[config.mk]
export PLATFORM = sky130hd
export DESIGN_NAME = infix_to_postfix_converter_unit
export DESIGN_NICKNAME = d
export VERILOG_FILES = /design/src/hdl/itp_pkg.sv /design/src/hdl/itp_stack.sv /design/src/hdl/infix_to_postfix_converter_unit.sv
export VERILOG_INCLUDE_DIRS = /design/src /design/src/hdl
export SDC_FILE = /design/constraint.sdc
export NUM_CORES = 1
export LEC_CHECK = 0
export ABC_AREA = 1
export BUFFER_PORTS_ARGS = -buffer_cell sky130_fd_sc_hd__buf_2
export CAP_MARGIN = 20
export CORE_MARGIN = 2
export CORE_UTILIZATION = 35
export CTS_CLUSTER_SIZE = 8
export DETAILED_ROUTE_END_ITERATION = 7
export SLEW_MARGIN = 20
export SYNTH_ARGS = -nofsm -noshare
export SYNTH_HDL_FRONTEND = slang
export SYNTH_SLANG_ARGS = --single-unit
[constraint.sdc]
create_clock -name i_clk -period 3.1 [get_ports i_clk]
set_input_delay 0.62 -clock i_clk [delete_from_list [all_inputs] [get_ports i_clk]]
set_output_delay 0.62 -clock i_clk [all_outputs]
set_load 0.05 [all_outputs]
[src/hdl/infix_to_postfix_converter_unit_defines.svh]
// Assertion macros for the infix to postfix converter.
// Define NO_ASSERTIONS to compile every check away.
`ifndef INFIX_TO_POSTFIX_CONVERTER_UNIT_DEFINES_SVH
`define INFIX_TO_POSTFIX_CONVERTER_UNIT_DEFINES_SVH

`ifndef NO_ASSERTIONS

// same-cycle implication
`define ITP_ASSERT_IMPLIES(lbl, clk, rst_n, ante, cons) \
    lbl: assert property (@(posedge clk) disable iff (!(rst_n)) (ante) |-> (cons)) \
        else $error("itp: same-cycle check failed");

// next-cycle implication
`define ITP_ASSERT_NEXT(lbl, clk, rst_n, ante, cons) \
    lbl: assert property (@(posedge clk) disable iff (!(rst_n)) (ante) |=> (cons)) \
        else $error("itp: next-cycle check failed");

`else

`define ITP_ASSERT_IMPLIES(lbl, clk, rst_n, ante, cons)
`define ITP_ASSERT_NEXT(lbl, clk, rst_n, ante, cons)

`endif

`endif

[src/hdl/itp_pkg.sv]
`default_nettype none

package itp_pkg;

    localparam int STACK_DEPTH_DEF = 8;

    // ASCII codes
    localparam logic [7:0] CH_NUL   = 8'h00;
    localparam logic [7:0] CH_TAB   = 8'h09;
    localparam logic [7:0] CH_CR    = 8'h0D;
    localparam logic [7:0] CH_SPACE = 8'h20;
    localparam logic [7:0] CH_OPEN  = 8'h28;
    localparam logic [7:0] CH_CLOSE = 8'h29;
    localparam logic [7:0] CH_STAR  = 8'h2A;
    localparam logic [7:0] CH_PLUS  = 8'h2B;
    localparam logic [7:0] CH_MINUS = 8'h2D;
    localparam logic [7:0] CH_DOT   = 8'h2E;
    localparam logic [7:0] CH_SLASH = 8'h2F;
    localparam logic [7:0] CH_0     = 8'h30;
    localparam logic [7:0] CH_9     = 8'h39;
    localparam logic [7:0] CH_UA    = 8'h41;
    localparam logic [7:0] CH_UZ    = 8'h5A;
    localparam logic [7:0] CH_UNDER = 8'h5F;
    localparam logic [7:0] CH_LA    = 8'h61;
    localparam logic [7:0] CH_LZ    = 8'h7A;

    // operator codes held on the stack
    typedef enum logic [2:0] {
        OP_OPEN  = 3'd0,
        OP_ADD   = 3'd1,
        OP_SUB   = 3'd2,
        OP_MUL   = 3'd3,
        OP_DIV   = 3'd4,
        OP_UNARY = 3'd5
    } t_op_code;

    // class of the previous significant character
    typedef enum logic [1:0] {
        CLS_START = 2'd0,
        CLS_OPEN  = 2'd1,
        CLS_OPER  = 2'd2,
        CLS_VALUE = 2'd3
    } t_cls;

    typedef enum logic [3:0] {
        S_IDLE,
        S_DECODE,
        S_POPCHK,
        S_POP_SP,
        S_FLUSH_SP,
        S_FLUSH,
        S_FL_WAIT,
        S_FL_PSP,
        S_FIN
    } t_state;

    typedef struct packed {
        logic     push;
        logic     pop;
        t_op_code code;
    } t_stk_cmd;

    typedef struct packed {
        logic     empty;
        logic     full;
        logic     no_open;
        t_op_code top;
    } t_stk_stat;

    function automatic logic [7:0] code_char(input t_op_code code);
        logic [7:0] ch;
        case (code)
            OP_OPEN:  ch = CH_OPEN;
            OP_ADD:   ch = CH_PLUS;
            OP_SUB:   ch = CH_MINUS;
            OP_MUL:   ch = CH_STAR;
            OP_DIV:   ch = CH_SLASH;
            OP_UNARY: ch = CH_UNDER;
            default:  ch = CH_NUL;
        endcase
        return ch;
    endfunction

    // lower value binds tighter
    function automatic logic [1:0] prio(input t_op_code code);
        logic [1:0] p;
        case (code)
            OP_ADD, OP_SUB: p = 2'd2;
            OP_MUL, OP_DIV: p = 2'd1;
            default:        p = 2'd3;
        endcase
        return p;
    endfunction

    function automatic logic is_ws(input logic [7:0] c);
        return (c == CH_SPACE) || (c >= CH_TAB && c <= CH_CR);
    endfunction

    function automatic logic is_operand(input logic [7:0] c);
        return (c >= CH_0 && c <= CH_9) || (c >= CH_LA && c <= CH_LZ) ||
               (c >= CH_UA && c <= CH_UZ) || (c == CH_DOT);
    endfunction

endpackage

`default_nettype wire

[src/hdl/itp_stack.sv]
`default_nettype none

module itp_stack #(
    parameter int STACK_DEPTH = itp_pkg::STACK_DEPTH_DEF
) (
    input  wire logic             i_clk,
    input  wire logic             i_rst_n,
    input  wire itp_pkg::t_stk_cmd i_cmd,
    output itp_pkg::t_stk_stat     o_stat
);
    import itp_pkg::*;

    localparam int CNT_W = $clog2(STACK_DEPTH + 1);
    localparam int AW    = $clog2(STACK_DEPTH);

    t_op_code         mem [STACK_DEPTH];
    logic [CNT_W-1:0] r_cnt, n_cnt;
    logic [CNT_W-1:0] r_open_cnt, n_open_cnt;
    t_op_code         r_top;
    logic [AW-1:0]    rd_addr;
    logic             empty, full, do_push, do_pop;

    assign empty   = (r_cnt == '0);
    assign full    = (r_cnt == CNT_W'(STACK_DEPTH));
    assign do_push = i_cmd.push && !full;
    assign do_pop  = i_cmd.pop && !empty;
    assign rd_addr = AW'(r_cnt - CNT_W'(1));

    // depth and count of '(' entries
    always_comb begin
        n_cnt      = r_cnt;
        n_open_cnt = r_open_cnt;
        if (do_push) begin
            n_cnt = r_cnt + CNT_W'(1);
            if (i_cmd.code == OP_OPEN) begin
                n_open_cnt = r_open_cnt + CNT_W'(1);
            end
        end else if (do_pop) begin
            n_cnt = r_cnt - CNT_W'(1);
            if (r_top == OP_OPEN && r_open_cnt != '0) begin
                n_open_cnt = r_open_cnt - CNT_W'(1);
            end
        end
    end

    always_ff @(posedge i_clk) begin
        if (!i_rst_n) begin
            r_cnt      <= '0;
            r_open_cnt <= '0;
        end else begin
            r_cnt      <= n_cnt;
            r_open_cnt <= n_open_cnt;
        end
    end

    // stack memory: one write port, top-of-stack read registered
    always_ff @(posedge i_clk) begin
        if (do_push) begin
            mem[r_cnt[AW-1:0]] <= i_cmd.code;
        end
        r_top <= mem[rd_addr];
    end

    // top is valid in the cycle after the depth settles
    assign o_stat = '{empty: empty, full: full, no_open: (r_open_cnt == '0), top: r_top};

endmodule

`default_nettype wire

[src/hdl/infix_to_postfix_converter_unit.sv]
// Infix to postfix converter (shunting-yard).
// Input channel: one ASCII character per beat on i_char_in, i_expr_last marks
// the final character. A beat is taken when i_in_valid is high and o_in_stall
// is low. Output channel: one postfix character per beat, accepted when
// o_out_valid is high and i_out_stall is low; o_run_last flags the last beat
// caused by an input beat, o_expr_done the terminator beat of an expression.
// One input beat is worked on at a time. An operand or a dropped character
// goes from decode to the finish state and back to idle, as do '(' and unary
// minus; its result passes through the hold register to the output register.
// Binary operators and ')' add a precedence check and, per popped operator, a
// step for its character and one for the space; the final beat adds a closing
// space slot, each flushed operator with its space, a wait per discarded '('
// and the terminator. The operator stack sits in a memory with a registered
// read, so each pop waits for the new top.
// Reset empties the stack and returns to the start of an expression.
// A stall on the output holds the current beat; the converter stops as soon
// as its one-beat hold register and the output register are both full.
`default_nettype none

`include "infix_to_postfix_converter_unit_defines.svh"

module infix_to_postfix_converter_unit #(
    parameter int STACK_DEPTH = itp_pkg::STACK_DEPTH_DEF
) (
    input  wire logic       i_clk,
    input  wire logic       i_rst_n,
    input  wire logic       i_in_valid,
    output logic            o_in_stall,
    input  wire logic [7:0] i_char_in,
    input  wire logic       i_expr_last,
    output logic            o_out_valid,
    input  wire logic       i_out_stall,
    output logic [7:0]      o_char_out,
    output logic            o_char_valid,
    output logic            o_run_last,
    output logic            o_expr_done,
    output logic            o_syntax_error
);
    import itp_pkg::*;

    t_state     r_state, n_state;
    logic [7:0] r_char;
    logic       r_last;

    // hold register: newest result, waits until its run_last is known
    logic       r_hold_vld, n_hold_vld;
    logic [7:0] r_hold_char, n_hold_char;
    logic       r_hold_cv, n_hold_cv;
    logic       r_hold_done, n_hold_done;

    // output register
    logic       r_o_valid, n_o_valid;
    logic [7:0] r_o_char, n_o_char;
    logic       r_o_cv, n_o_cv;
    logic       r_o_rl, n_o_rl;
    logic       r_o_done, n_o_done;
    logic       r_o_err, n_o_err;

    // expression state
    logic       r_in_op, n_in_op;
    t_cls       r_prev, n_prev;
    logic       r_err, n_err;
    logic       r_item_err, n_item_err;

    t_stk_cmd   stk_cmd;
    t_stk_stat  stk_stat;

    logic       accept_in, out_take, out_free, can_emit, fin_ok;
    logic       c_ws, c_opnd, c_open, c_close, c_op_vld, c_bad, c_unary, c_pass;
    t_op_code   c_op;
    logic       pop_ok, item_err;
    logic       e_go, e_cv, e_done;
    logic [7:0] e_char;

    itp_stack #(
        .STACK_DEPTH (STACK_DEPTH)
    ) u_stack (
        .i_clk   (i_clk),
        .i_rst_n (i_rst_n),
        .i_cmd   (stk_cmd),
        .o_stat  (stk_stat)
    );

    // handshakes
    assign o_in_stall = (r_state != S_IDLE);
    assign accept_in  = i_in_valid && !o_in_stall;
    assign out_take   = r_o_valid && !i_out_stall;
    assign out_free   = !r_o_valid || !i_out_stall;
    assign can_emit   = !r_hold_vld || out_free;
    assign fin_ok     = !r_hold_vld || out_free;

    // character decode
    always_comb begin
        c_op_vld = 1'b1;
        case (r_char)
            CH_PLUS:  c_op = OP_ADD;
            CH_MINUS: c_op = OP_SUB;
            CH_STAR:  c_op = OP_MUL;
            CH_SLASH: c_op = OP_DIV;
            default: begin
                c_op     = OP_OPEN;
                c_op_vld = 1'b0;
            end
        endcase
    end

    assign c_ws    = is_ws(r_char);
    assign c_opnd  = is_operand(r_char);
    assign c_open  = (r_char == CH_OPEN);
    assign c_close = (r_char == CH_CLOSE);
    assign c_bad   = !c_ws && !c_opnd && !c_open && !c_close && !c_op_vld;
    assign c_unary = c_op_vld && (c_op == OP_SUB) && (r_prev != CLS_VALUE);
    // characters that never touch the stack in the main step
    assign c_pass  = c_ws || c_opnd || c_bad || (r_last && !c_close);

    // pop test against the current top
    assign pop_ok = !stk_stat.empty && (stk_stat.top != OP_OPEN) &&
                    (c_close || (stk_stat.top == OP_UNARY) ||
                     (prio(c_op) >= prio(stk_stat.top)));

    // error of this beat, known before any result leaves
    always_comb begin
        item_err = r_err;
        if (c_ws || c_opnd) begin
            item_err = r_err;
        end else if (c_bad) begin
            item_err = 1'b1;
        end else if (c_close) begin
            if (stk_stat.no_open) begin
                item_err = 1'b1;
            end
        end else if (!r_last) begin
            if (c_open || c_unary) begin
                if (stk_stat.full) begin
                    item_err = 1'b1;
                end
            end else if (stk_stat.full &&
                         ((stk_stat.top == OP_OPEN) ||
                          ((c_op == OP_MUL || c_op == OP_DIV) &&
                           (stk_stat.top == OP_ADD || stk_stat.top == OP_SUB)))) begin
                item_err = 1'b1;
            end
        end
    end

    // next state
    always_comb begin
        n_state = r_state;
        case (r_state)
            S_IDLE: begin
                if (accept_in) begin
                    n_state = S_DECODE;
                end
            end
            S_DECODE: begin
                if (c_pass) begin
                    n_state = r_last ? S_FLUSH_SP : S_FIN;
                end else if (c_open || c_unary) begin
                    n_state = S_FIN;
                end else begin
                    n_state = S_POPCHK;
                end
            end
            S_POPCHK: begin
                if (pop_ok) begin
                    n_state = can_emit ? S_POP_SP : S_POPCHK;
                end else if (c_close && r_last) begin
                    n_state = S_FLUSH_SP;
                end else begin
                    n_state = S_FIN;
                end
            end
            S_POP_SP: begin
                n_state = can_emit ? S_POPCHK : S_POP_SP;
            end
            S_FLUSH_SP: begin
                n_state = (!r_in_op || can_emit) ? S_FLUSH : S_FLUSH_SP;
            end
            S_FLUSH: begin
                if (stk_stat.empty) begin
                    n_state = can_emit ? S_FIN : S_FLUSH;
                end else if (stk_stat.top == OP_OPEN) begin
                    n_state = S_FL_WAIT;
                end else begin
                    n_state = can_emit ? S_FL_PSP : S_FLUSH;
                end
            end
            S_FL_WAIT: begin
                n_state = S_FLUSH;
            end
            S_FL_PSP: begin
                n_state = can_emit ? S_FLUSH : S_FL_PSP;
            end
            S_FIN: begin
                n_state = fin_ok ? S_IDLE : S_FIN;
            end
            default: begin
                n_state = S_IDLE;
            end
        endcase
    end

    // state outputs: stack commands, emitted result, expression state
    always_comb begin
        stk_cmd    = '{push: 1'b0, pop: 1'b0, code: OP_OPEN};
        e_go       = 1'b0;
        e_char     = CH_SPACE;
        e_cv       = 1'b1;
        e_done     = 1'b0;
        n_in_op    = r_in_op;
        n_prev     = r_prev;
        n_err      = r_err;
        n_item_err = r_item_err;
        case (r_state)
            S_DECODE: begin
                n_item_err = item_err;
                n_err      = item_err;
                if (c_pass) begin
                    if (c_opnd) begin
                        e_go    = 1'b1;
                        e_char  = r_char;
                        n_in_op = 1'b1;
                        n_prev  = CLS_VALUE;
                    end
                end else begin
                    // close the operand run
                    if (r_in_op) begin
                        e_go    = 1'b1;
                        n_in_op = 1'b0;
                    end
                    if (c_open) begin
                        stk_cmd.push = !stk_stat.full;
                        stk_cmd.code = OP_OPEN;
                        n_prev       = CLS_OPEN;
                    end else if (c_unary) begin
                        stk_cmd.push = !stk_stat.full;
                        stk_cmd.code = OP_UNARY;
                        n_prev       = CLS_OPER;
                    end
                end
            end
            S_POPCHK: begin
                if (pop_ok) begin
                    if (can_emit) begin
                        e_go        = 1'b1;
                        e_char      = code_char(stk_stat.top);
                        stk_cmd.pop = 1'b1;
                    end
                end else if (c_close) begin
                    // drop the matching '('
                    stk_cmd.pop = !stk_stat.empty;
                    n_prev      = CLS_VALUE;
                end else begin
                    stk_cmd.push = !stk_stat.full;
                    stk_cmd.code = c_op;
                    n_prev       = CLS_OPER;
                end
            end
            S_POP_SP, S_FL_PSP: begin
                e_go = can_emit;
            end
            S_FLUSH_SP: begin
                if (r_in_op && can_emit) begin
                    e_go    = 1'b1;
                    n_in_op = 1'b0;
                end
            end
            S_FLUSH: begin
                if (stk_stat.empty) begin
                    if (can_emit) begin
                        e_go   = 1'b1;
                        e_char = CH_NUL;
                        e_cv   = 1'b0;
                        e_done = 1'b1;
                    end
                end else if (stk_stat.top == OP_OPEN) begin
                    stk_cmd.pop = 1'b1;
                end else if (can_emit) begin
                    e_go        = 1'b1;
                    e_char      = code_char(stk_stat.top);
                    stk_cmd.pop = 1'b1;
                end
            end
            S_FIN: begin
                // back to start of expression after the terminator
                if (fin_ok && r_last) begin
                    n_in_op = 1'b0;
                    n_prev  = CLS_START;
                    n_err   = 1'b0;
                end
            end
            default: begin
            end
        endcase
    end

    // hold and output registers
    always_comb begin
        n_hold_vld  = r_hold_vld;
        n_hold_char = r_hold_char;
        n_hold_cv   = r_hold_cv;
        n_hold_done = r_hold_done;
        n_o_valid   = r_o_valid;
        n_o_char    = r_o_char;
        n_o_cv      = r_o_cv;
        n_o_rl      = r_o_rl;
        n_o_done    = r_o_done;
        n_o_err     = r_o_err;
        if (out_take) begin
            n_o_valid = 1'b0;
        end
        if (e_go) begin
            // a newer result follows, so the held one is not the last
            if (r_hold_vld) begin
                n_o_valid = 1'b1;
                n_o_char  = r_hold_char;
                n_o_cv    = r_hold_cv;
                n_o_rl    = 1'b0;
                n_o_done  = r_hold_done;
                n_o_err   = r_item_err;
            end
            n_hold_vld  = 1'b1;
            n_hold_char = e_char;
            n_hold_cv   = e_cv;
            n_hold_done = e_done;
        end else if (r_state == S_FIN && r_hold_vld && out_free) begin
            n_o_valid  = 1'b1;
            n_o_char   = r_hold_char;
            n_o_cv     = r_hold_cv;
            n_o_rl     = 1'b1;
            n_o_done   = r_hold_done;
            n_o_err    = r_item_err;
            n_hold_vld = 1'b0;
        end
    end

    always_ff @(posedge i_clk) begin
        if (!i_rst_n) begin
            r_state    <= S_IDLE;
            r_hold_vld <= 1'b0;
            r_o_valid  <= 1'b0;
            r_in_op    <= 1'b0;
            r_prev     <= CLS_START;
            r_err      <= 1'b0;
            r_item_err <= 1'b0;
        end else begin
            r_state    <= n_state;
            r_hold_vld <= n_hold_vld;
            r_o_valid  <= n_o_valid;
            r_in_op    <= n_in_op;
            r_prev     <= n_prev;
            r_err      <= n_err;
            r_item_err <= n_item_err;
        end
    end

    // payload registers
    always_ff @(posedge i_clk) begin
        if (accept_in) begin
            r_char <= i_char_in;
            r_last <= i_expr_last;
        end
        r_hold_char <= n_hold_char;
        r_hold_cv   <= n_hold_cv;
        r_hold_done <= n_hold_done;
        r_o_char    <= n_o_char;
        r_o_cv      <= n_o_cv;
        r_o_rl      <= n_o_rl;
        r_o_done    <= n_o_done;
        r_o_err     <= n_o_err;
    end

    assign o_out_valid    = r_o_valid;
    assign o_char_out     = r_o_char;
    assign o_char_valid   = r_o_cv;
    assign o_run_last     = r_o_rl;
    assign o_expr_done    = r_o_done;
    assign o_syntax_error = r_o_err;

    // checks
    `ITP_ASSERT_IMPLIES(a_term_shape, i_clk, i_rst_n,
                        o_out_valid && o_expr_done, o_run_last && !o_char_valid)
    `ITP_ASSERT_IMPLIES(a_idle_hold_empty, i_clk, i_rst_n, r_state == S_IDLE, !r_hold_vld)
    `ITP_ASSERT_IMPLIES(a_push_room, i_clk, i_rst_n, stk_cmd.push, !stk_stat.full)
    `ITP_ASSERT_IMPLIES(a_pop_nonempty, i_clk, i_rst_n, stk_cmd.pop, !stk_stat.empty)
    `ITP_ASSERT_NEXT(a_expr_end_clean, i_clk, i_rst_n,
                     r_state == S_FIN && fin_ok && r_last,
                     stk_stat.empty && !r_err && r_prev == CLS_START)

endmodule

`default_nettype wire

==> results.yml, run 1 <==
timing:
  fin_skew_ns: 0.00428
  slew_headroom_pct: 37.7
  hold_violations: 0
  finalSetupViolCount: 0
  rsz0062_at_grt: "yes"
  finalSetupTns_ns: 0
  worst_pin_slew_ns: 0.931
  fmax_mhz: 326
  min_period_ns: 3.06
  finalCritPeriodShare_pct: 98.8
  slew_violations: 0
worst_setup_path:
  cp_max_fo: 5
  crit_type: "reg2reg"
  worstSetupEndpointType: "register"
  arrival_ns: 3.30
  regToRegSetupSlack_ns: 0.04
  required_ns: 3.33
  cp-start-kind: "register"
floorplan:
  row_count: 38
  core_region_area_um2: 10900
  die_h_um: 110
  die_area_um2: 12200
  start_util_pct: 36.2
  io-pin-count: 27
  die_w_um: 110
synthesis:
  syn-num-nets: 473
  postSynthAreaPerCell_um2: 8.74
  synth.distinct_cells: 48
  syn_area_um2: 3960
  synth_cells: 453
  synth.yosys.warnings: 0
  yosysSeqAreaShare_pct: 52.8
  ys_ff_latch: 77
power_and_ir_drop:
  p_leak_uw: 0.00203
  p_per_area_nw_per_um2: 499
  peakVddDrop_mv: 0.363
route:
  post_drt_wl_per_cell_um: 13.3
  drt_iter0_drc: 172
  num_vias: 3253
  routed_wl_um: 8740
  drtAntennaViolNets: 0
  vias_per_cell: 4.94
  drc: 0
  firstDrtPassIters: 5
global_route:
  grt_max_degree: 17
  grt_pass1_vias: 3031
  grt_pass1_wl_um: 14200
  antenna_found_initial: 0
  grt_usage_pct: 15.6
  gr-total-overflow: 0
run_status:
  status: "finished, final reports clean"
worst_hold_path:
  hold_path_class: "reg2reg"
placed_design:
  place_area_um2: 4370
  dp.final_hpwl_um: 6510
  gp_congestion: 0.926
  portBuffers: 26
layout:
  antenna_cells: 0
  final_nets: 534
  syn2layout_area_growth_pct: 21.9
  num-fill-cells: 1084
  drive_above_1_share_pct: 24.3
  post-route-cell-area_um2: 4830
job:
  cap_violations: 0
clock_network:
  cts-root-buf: "clkbuf_16"
  numCtsBuffers: 9
  cts_tree: "yes"
  clk-insertion-delay-late_ns: 0.34
  cts.htree.levels: 3
  clock_sinks: 77
  cts_buffer_depth: 2
  clk_transition_reported_paths_ns: 0.05
[critical path, cell delays in order (launching register included)]
cell and delay (ns):
edfxtp_1 0.39, inv_2 0.08, nand2_2 0.06, nor2_4 0.18, nand4_1 0.19, nand2_2 0.13
ha_4 0.12, inv_1 0.04, nand2_1 0.07, nand3_2 0.08, nor2_2 0.09, nand2_2 0.06
nand2_2 0.08, nand2_4 0.05, nor2_4 0.12, nand2_2 0.07, nand2_4 0.10, inv_8 0.04
buf_4 0.13, buf_4 0.13, fa_1 0.43, xor2_1 0.16, nor2_1 0.08, nor2_1 0.05
[worst paths after layout]
kind | start | endpoint | cells past startpoint
setup / recovery | r_char[4]$_DFFE_PP_ | u_stack.r_open_cnt[2]$_SDFFE_PN0P_ | 23
setup reg to reg | r_char[4]$_DFFE_PP_ | u_stack.r_open_cnt[2]$_SDFFE_PN0P_ | 23
hold reg to reg | r_hold_char[0]$_DFFE_PP_ | o_char_out[0]$_DFFE_PP_ | 0
hold / removal | r_hold_char[0]$_DFFE_PP_ | o_char_out[0]$_DFFE_PP_ | 0
[cells in the final DEF, fill, tap and decap left out, drive strengths merged, types with 2 or more instances in the layout]
master,n
nand2,89
nor2,75
inv,65
buf,57
edfxtp,55
o21ai,35
nand3,27
dfxtp,22
a21oi,13
nor3,13
clkbuf,11
nand4,9
a31oi,6
ha,6
xor2,5
clkinv,5
o22ai,3
nor4,2
o31ai,2
o21bai,2
a211oi,2
[cell usage after synthesis, drive strengths merged]
library cell | instances | area share (%)
nand2 | 89 | 9.6
nor2 | 75 | 7.6
inv | 65 | 6.2
edfxtp | 55 | 42
o21ai | 35 | 4.4
nand3 | 27 | 3.7
dfxtp | 22 | 11
a21oi | 13 | 1.8
nor3 | 13 | 1.6
nand4 | 9 | 1.7
a31oi | 6 | 0.95
ha | 6 | 1.9
xor2 | 5 | 1.1
buf | 4 | 0.73
clkbuf | 3 | 0.28
o22ai | 3 | 0.47
a211oi | 2 | 0.38
nor4 | 2 | 0.32
o21bai | 2 | 0.66
o31ai | 2 | 0.51
a21boi | 1 | 0.19
a22oi | 1 | 0.19
a32oi | 1 | 0.22
a41oi | 1 | 0.22
clkinv | 1 | 0.13
conb | 1 | 0.095
fa | 1 | 0.51
o2111ai | 1 | 0.22
o211ai | 1 | 0.19
o21a | 1 | 0.19
o221ai | 1 | 0.22
o2bb2ai | 1 | 0.22
o32ai | 1 | 0.22
or2 | 1 | 0.16
xnor2 | 1 | 0.22
[state kept, by name, summed over array words and instances, names as in the netlist]
| signal | flops |
|---|---|
| r_hold_cv | 1 |
| r_prev | 2 |
| o_char_valid | 1 |
| o_out_valid | 1 |
| r_err | 1 |
| o_expr_done | 1 |
| r_in_op | 1 |
| r_last | 1 |
| r_char | 8 |
| r_hold_vld | 1 |
| u_stack.r_open_cnt | 4 |
| u_stack.mem | 24 |
| o_syntax_error | 1 |
| o_run_last | 1 |
| u_stack.r_cnt | 4 |
| r_hold_char | 8 |
| r_state | 4 |
| r_item_err | 1 |
| u_stack.r_top | 3 |
| r_hold_done | 1 |
| o_char_out | 8 |
[where the power goes]
part	leakage, uW	internal [uW]	switching [uW]
clock network	0.000122	527	366
registers	0.000655	1160	25.4
logic	0.00126	112	218
total	0.00203	1800	610
[per-layer routing]
metal	up-vias	GRT usage [%]	share of wire, %
met1	1498	18.1	43
met5	-	0	0
met4	0	8.30	3.2
met3	21	5.11	5.6
met2	86	25.8	48
li1	1648	-	-
[kinds of logic (layout without fill, tap and decap cells)]
| family | Yosys count | in the layout | synth area share (%) |
|---|---|---|---|
| simple gates | 216 | 216 | 24.7 |
| fa+ha+maj | 7 | 7 | 2.40 |
| flops | 77 | 77 | 52.8 |
| buf+inv | 73 | 138 | 7.30 |
| compound gates | 73 | 73 | 11.3 |
| other cells | 1 | 1 | 0.0947 |
| xor+xnor | 6 | 6 | 1.33 |
[final cells by class]
type | count | area (um^2) | share of cell area, %
Inverter | 66 | 256 | 5.31
Multi-Input combinational cell | 303 | 1690 | 35.0
Tap cell | 140 | 175 | 3.63
Clock inverter | 4 | 16.3 | 0.337
Timing Repair Buffer | 57 | 367 | 7.59
Clock buffer | 11 | 233 | 4.82
Sequential cell | 77 | 2090 | 43.3
[per-stage QoR]
step	utilization (%)	total power (uW)	std cells	hold slack, ns	setup slack (ns)
after floorplan	-	1420	453	0.400	-0.000179
after global placement	40.0	1520	629	0.401	0.0533
after detailed placement	40.0	1520	629	0.405	-0.0632
after CTS	42.7	2430	647	0.417	-0.0229
after global routing	44.1	2540	658	0.426	-0.154
final	44.1	2410	658	0.416	0.0361
[what timing repair did]
| item | CTS | global route |
|---|---|---|
| hold buffers | 0 | 0 |
| endpoints found under the setup margin | 1 | 16 |
| endpoints found under the hold margin | 0 | 0 |
| resized for setup | 7 | 14 |
| pin swaps | 7 | 23 |
| cloned | 0 | 0 |
| buffers inserted | 3 | 11 |
Power figures use the tool's default switching activity.
==> run 2: changes to the inputs <==
clock period = 3.3 ns   (was 3.1 ns; I/O delays follow)
==> run 2 against run 1 <==
Net effect: critical path depth is 2 higher; sequential power fell by 6%; routed wire length increased by 4.2%; clock skew rose by 0.0019 ns; core utilization increased by 0.38 points; first-iteration DRC count down 12%; final area grew 0.86%; fmax fell by 4.4%; count of clock-buffer cells in the layout stayed put; non-clock buffer count shrank 2; die area did not move; critical endpoint is now u_stack.r_open_cnt[3]$_SDFFE_PN0P_; largest cell class unchanged.
==> results.yml, run 2 (synthesis results as in run 1) <==
run_status:
  status: "finished, final reports clean"
clock_network:
  cts.htree.levels: 3
  cts_buffer_depth: 2
  postCtsHoldBufs: 0
  clock_sinks: 77
  cts_tree: "yes"
  clk-insertion-delay-late_ns: 0.33
  numCtsBuffers: 9
  cts-root-buf: "clkbuf_16"
  clk_transition_reported_paths_ns: 0.06
power_and_ir_drop:
  peakVddDrop_mv: 0.390
  p_leak_uw: 0.00208
  p_per_area_nw_per_um2: 502
  total_power_uw: 2440
worst_setup_path:
  crit_type: "reg2reg"
  cp_max_fo: 6
  arrival_ns: 3.48
  required_ns: 3.57
  cp-start-kind: "register"
  rr_worst_depth: 25
  worstSetupEndpointType: "register"
placed_design:
  portBuffers: 26
  dp_cells: 624
  gp_congestion: 0.873
  place_area_um2: 4310
  dp.final_hpwl_um: 6600
floorplan:
  start_util_pct: 36.2
  die_w_um: 110
  io-pin-count: 27
  die_area_um2: 12200
  die_h_um: 110
  core_region_area_um2: 10900
  row_count: 38
timing:
  fin_skew_ns: 0.00623
  hold_violations: 0
  fmax_mhz: 312
  slew_violations: 0
  worst_pin_slew_ns: 0.921
  min_period_ns: 3.21
  finalCritPeriodShare_pct: 97.1
  finalSetupViolCount: 0
  slew_headroom_pct: 38.4
route:
  vias_per_cell: 4.95
  post_drt_wl_per_cell_um: 13.9
  drc: 0
  num_vias: 3255
  routed_wl_um: 9100
  firstDrtPassIters: 5
  drtAntennaViolNets: 0
  drt_iter0_drc: 152
  wl_met3_um: 508
  drt-met1-wl_um: 3900
  highest_layer: "met4"
  route.met2.wl_um: 4530
global_route:
  grt_pass1_wl_um: 14300
  antenna_found_initial: 0
  grt_max_degree: 17
  grt_usage_pct: 15.6
  grt_pass1_vias: 3088
  gr-total-overflow: 0
layout:
  num-fill-cells: 1055
  post-route-cell-area_um2: 4870
  multi_input_area_um2: 1690
  layout_common_cells: "nand2_1 (69), nor2_1 (67), edfxtp_1 (55)"
  drive_above_1_share_pct: 24.2
  ff_latch_area_um2: 2090
  layout_commonest_cell: "nand2_1"
  syn2layout_area_growth_pct: 23.0
  finish.utilization_pct: 44.5
  largest_reg_flops: 24
  instances_no_fill: 657
  final_nets: 532
  antenna_cells: 0
worst_hold_path:
  hold_depth: 0
  hold_path_class: "reg2reg"
job:
  cap_violations: 0
run 2: cell types whose count changed in the layout (fill, tap and decap cells not counted), moves of 2 or more:
cell       change
nor3_2         -4
clkinv_1       -3
nand2_4        +3
clkinv_2       +2
nor3_1         +4
nor2_2         -2
bufinv_16      +2
nand2_2        -2
buf_4          -2
run 2: routing by layer:
| layer | vias to the layer above | track usage (%) |
|---|---|---|
| met5 | - | 0 |
| met4 | 0 | 6.52 |
| met3 | 11 | 5.06 |
| met2 | 92 | 27.3 |
| met1 | 1510 | 17.5 |
| li1 | 1642 | - |
run 2: power by group:
group	switching, uW	leakage, uW	internal, uW
logic	212	0.00127	102
clock network	354	0.000153	658
registers	27.9	0.000655	1090
run 2: area by class of cell:
| class | count | share of cell area, % |
|---|---|---|
| Clock buffer | 11 | 4.78 |
| Clock inverter | 5 | 1.54 |
| Inverter | 66 | 5.22 |
| Multi-Input combinational cell | 303 | 34.7 |
| Sequential cell | 77 | 43.0 |
| Tap cell | 140 | 3.60 |
| Timing Repair Buffer | 55 | 7.22 |
run 2: worst max-delay path: stages, from the launching register on:
cell and delay [ns]:
edfxtp_1 0.42, inv_2 0.10, nand2_4 0.06, nor2_4 0.21
nand3_2 0.12, nand2_2 0.08, inv_2 0.05, ha_4 0.21
nand2_1 0.08, nand3_2 0.08, nor2_2 0.11, nand2_2 0.07
nand2_2 0.09, nand2_4 0.07, nor2_4 0.13, nand2_2 0.07
nand2_4 0.08, inv_6 0.05, ha_4 0.22, nand2_2 0.06
nor2_1 0.04, a211oi_2 0.23, xor2_1 0.22, buf_4 0.15
a21oi_2 0.04, nor2_1 0.09
run 2: final timing paths:
path / startpoint / to / slack (ns)
setup reg to reg: r_char[4]$_DFFE_PP_ / u_stack.r_open_cnt[3]$_SDFFE_PN0P_ / 0.09
setup / recovery: r_char[4]$_DFFE_PP_ / u_stack.r_open_cnt[3]$_SDFFE_PN0P_ / 0.09
hold reg to reg: r_hold_char[5]$_DFFE_PP_ / o_char_out[5]$_DFFE_PP_ / 0.42
hold / removal: r_hold_char[5]$_DFFE_PP_ / o_char_out[5]$_DFFE_PP_ / 0.42
run 2: timing repair:
action	in CTS	in global routing
buffers inserted	2	15
pin swaps	2	18
gates resized for setup	2	22
endpoints found under the setup margin	1	17
run 2: metrics by stage:
step	setup TNS, ns	hold WS (ns)	setup WS [ns]
finish	0	0.416	0.0946
global route	-0.370	0.426	-0.0861
CTS	0	0.418	0.0252
detailed placement	-0.0990	0.405	-0.0990
global placement	0	0.402	0.0414
floorplan	0	0.400	0.0652
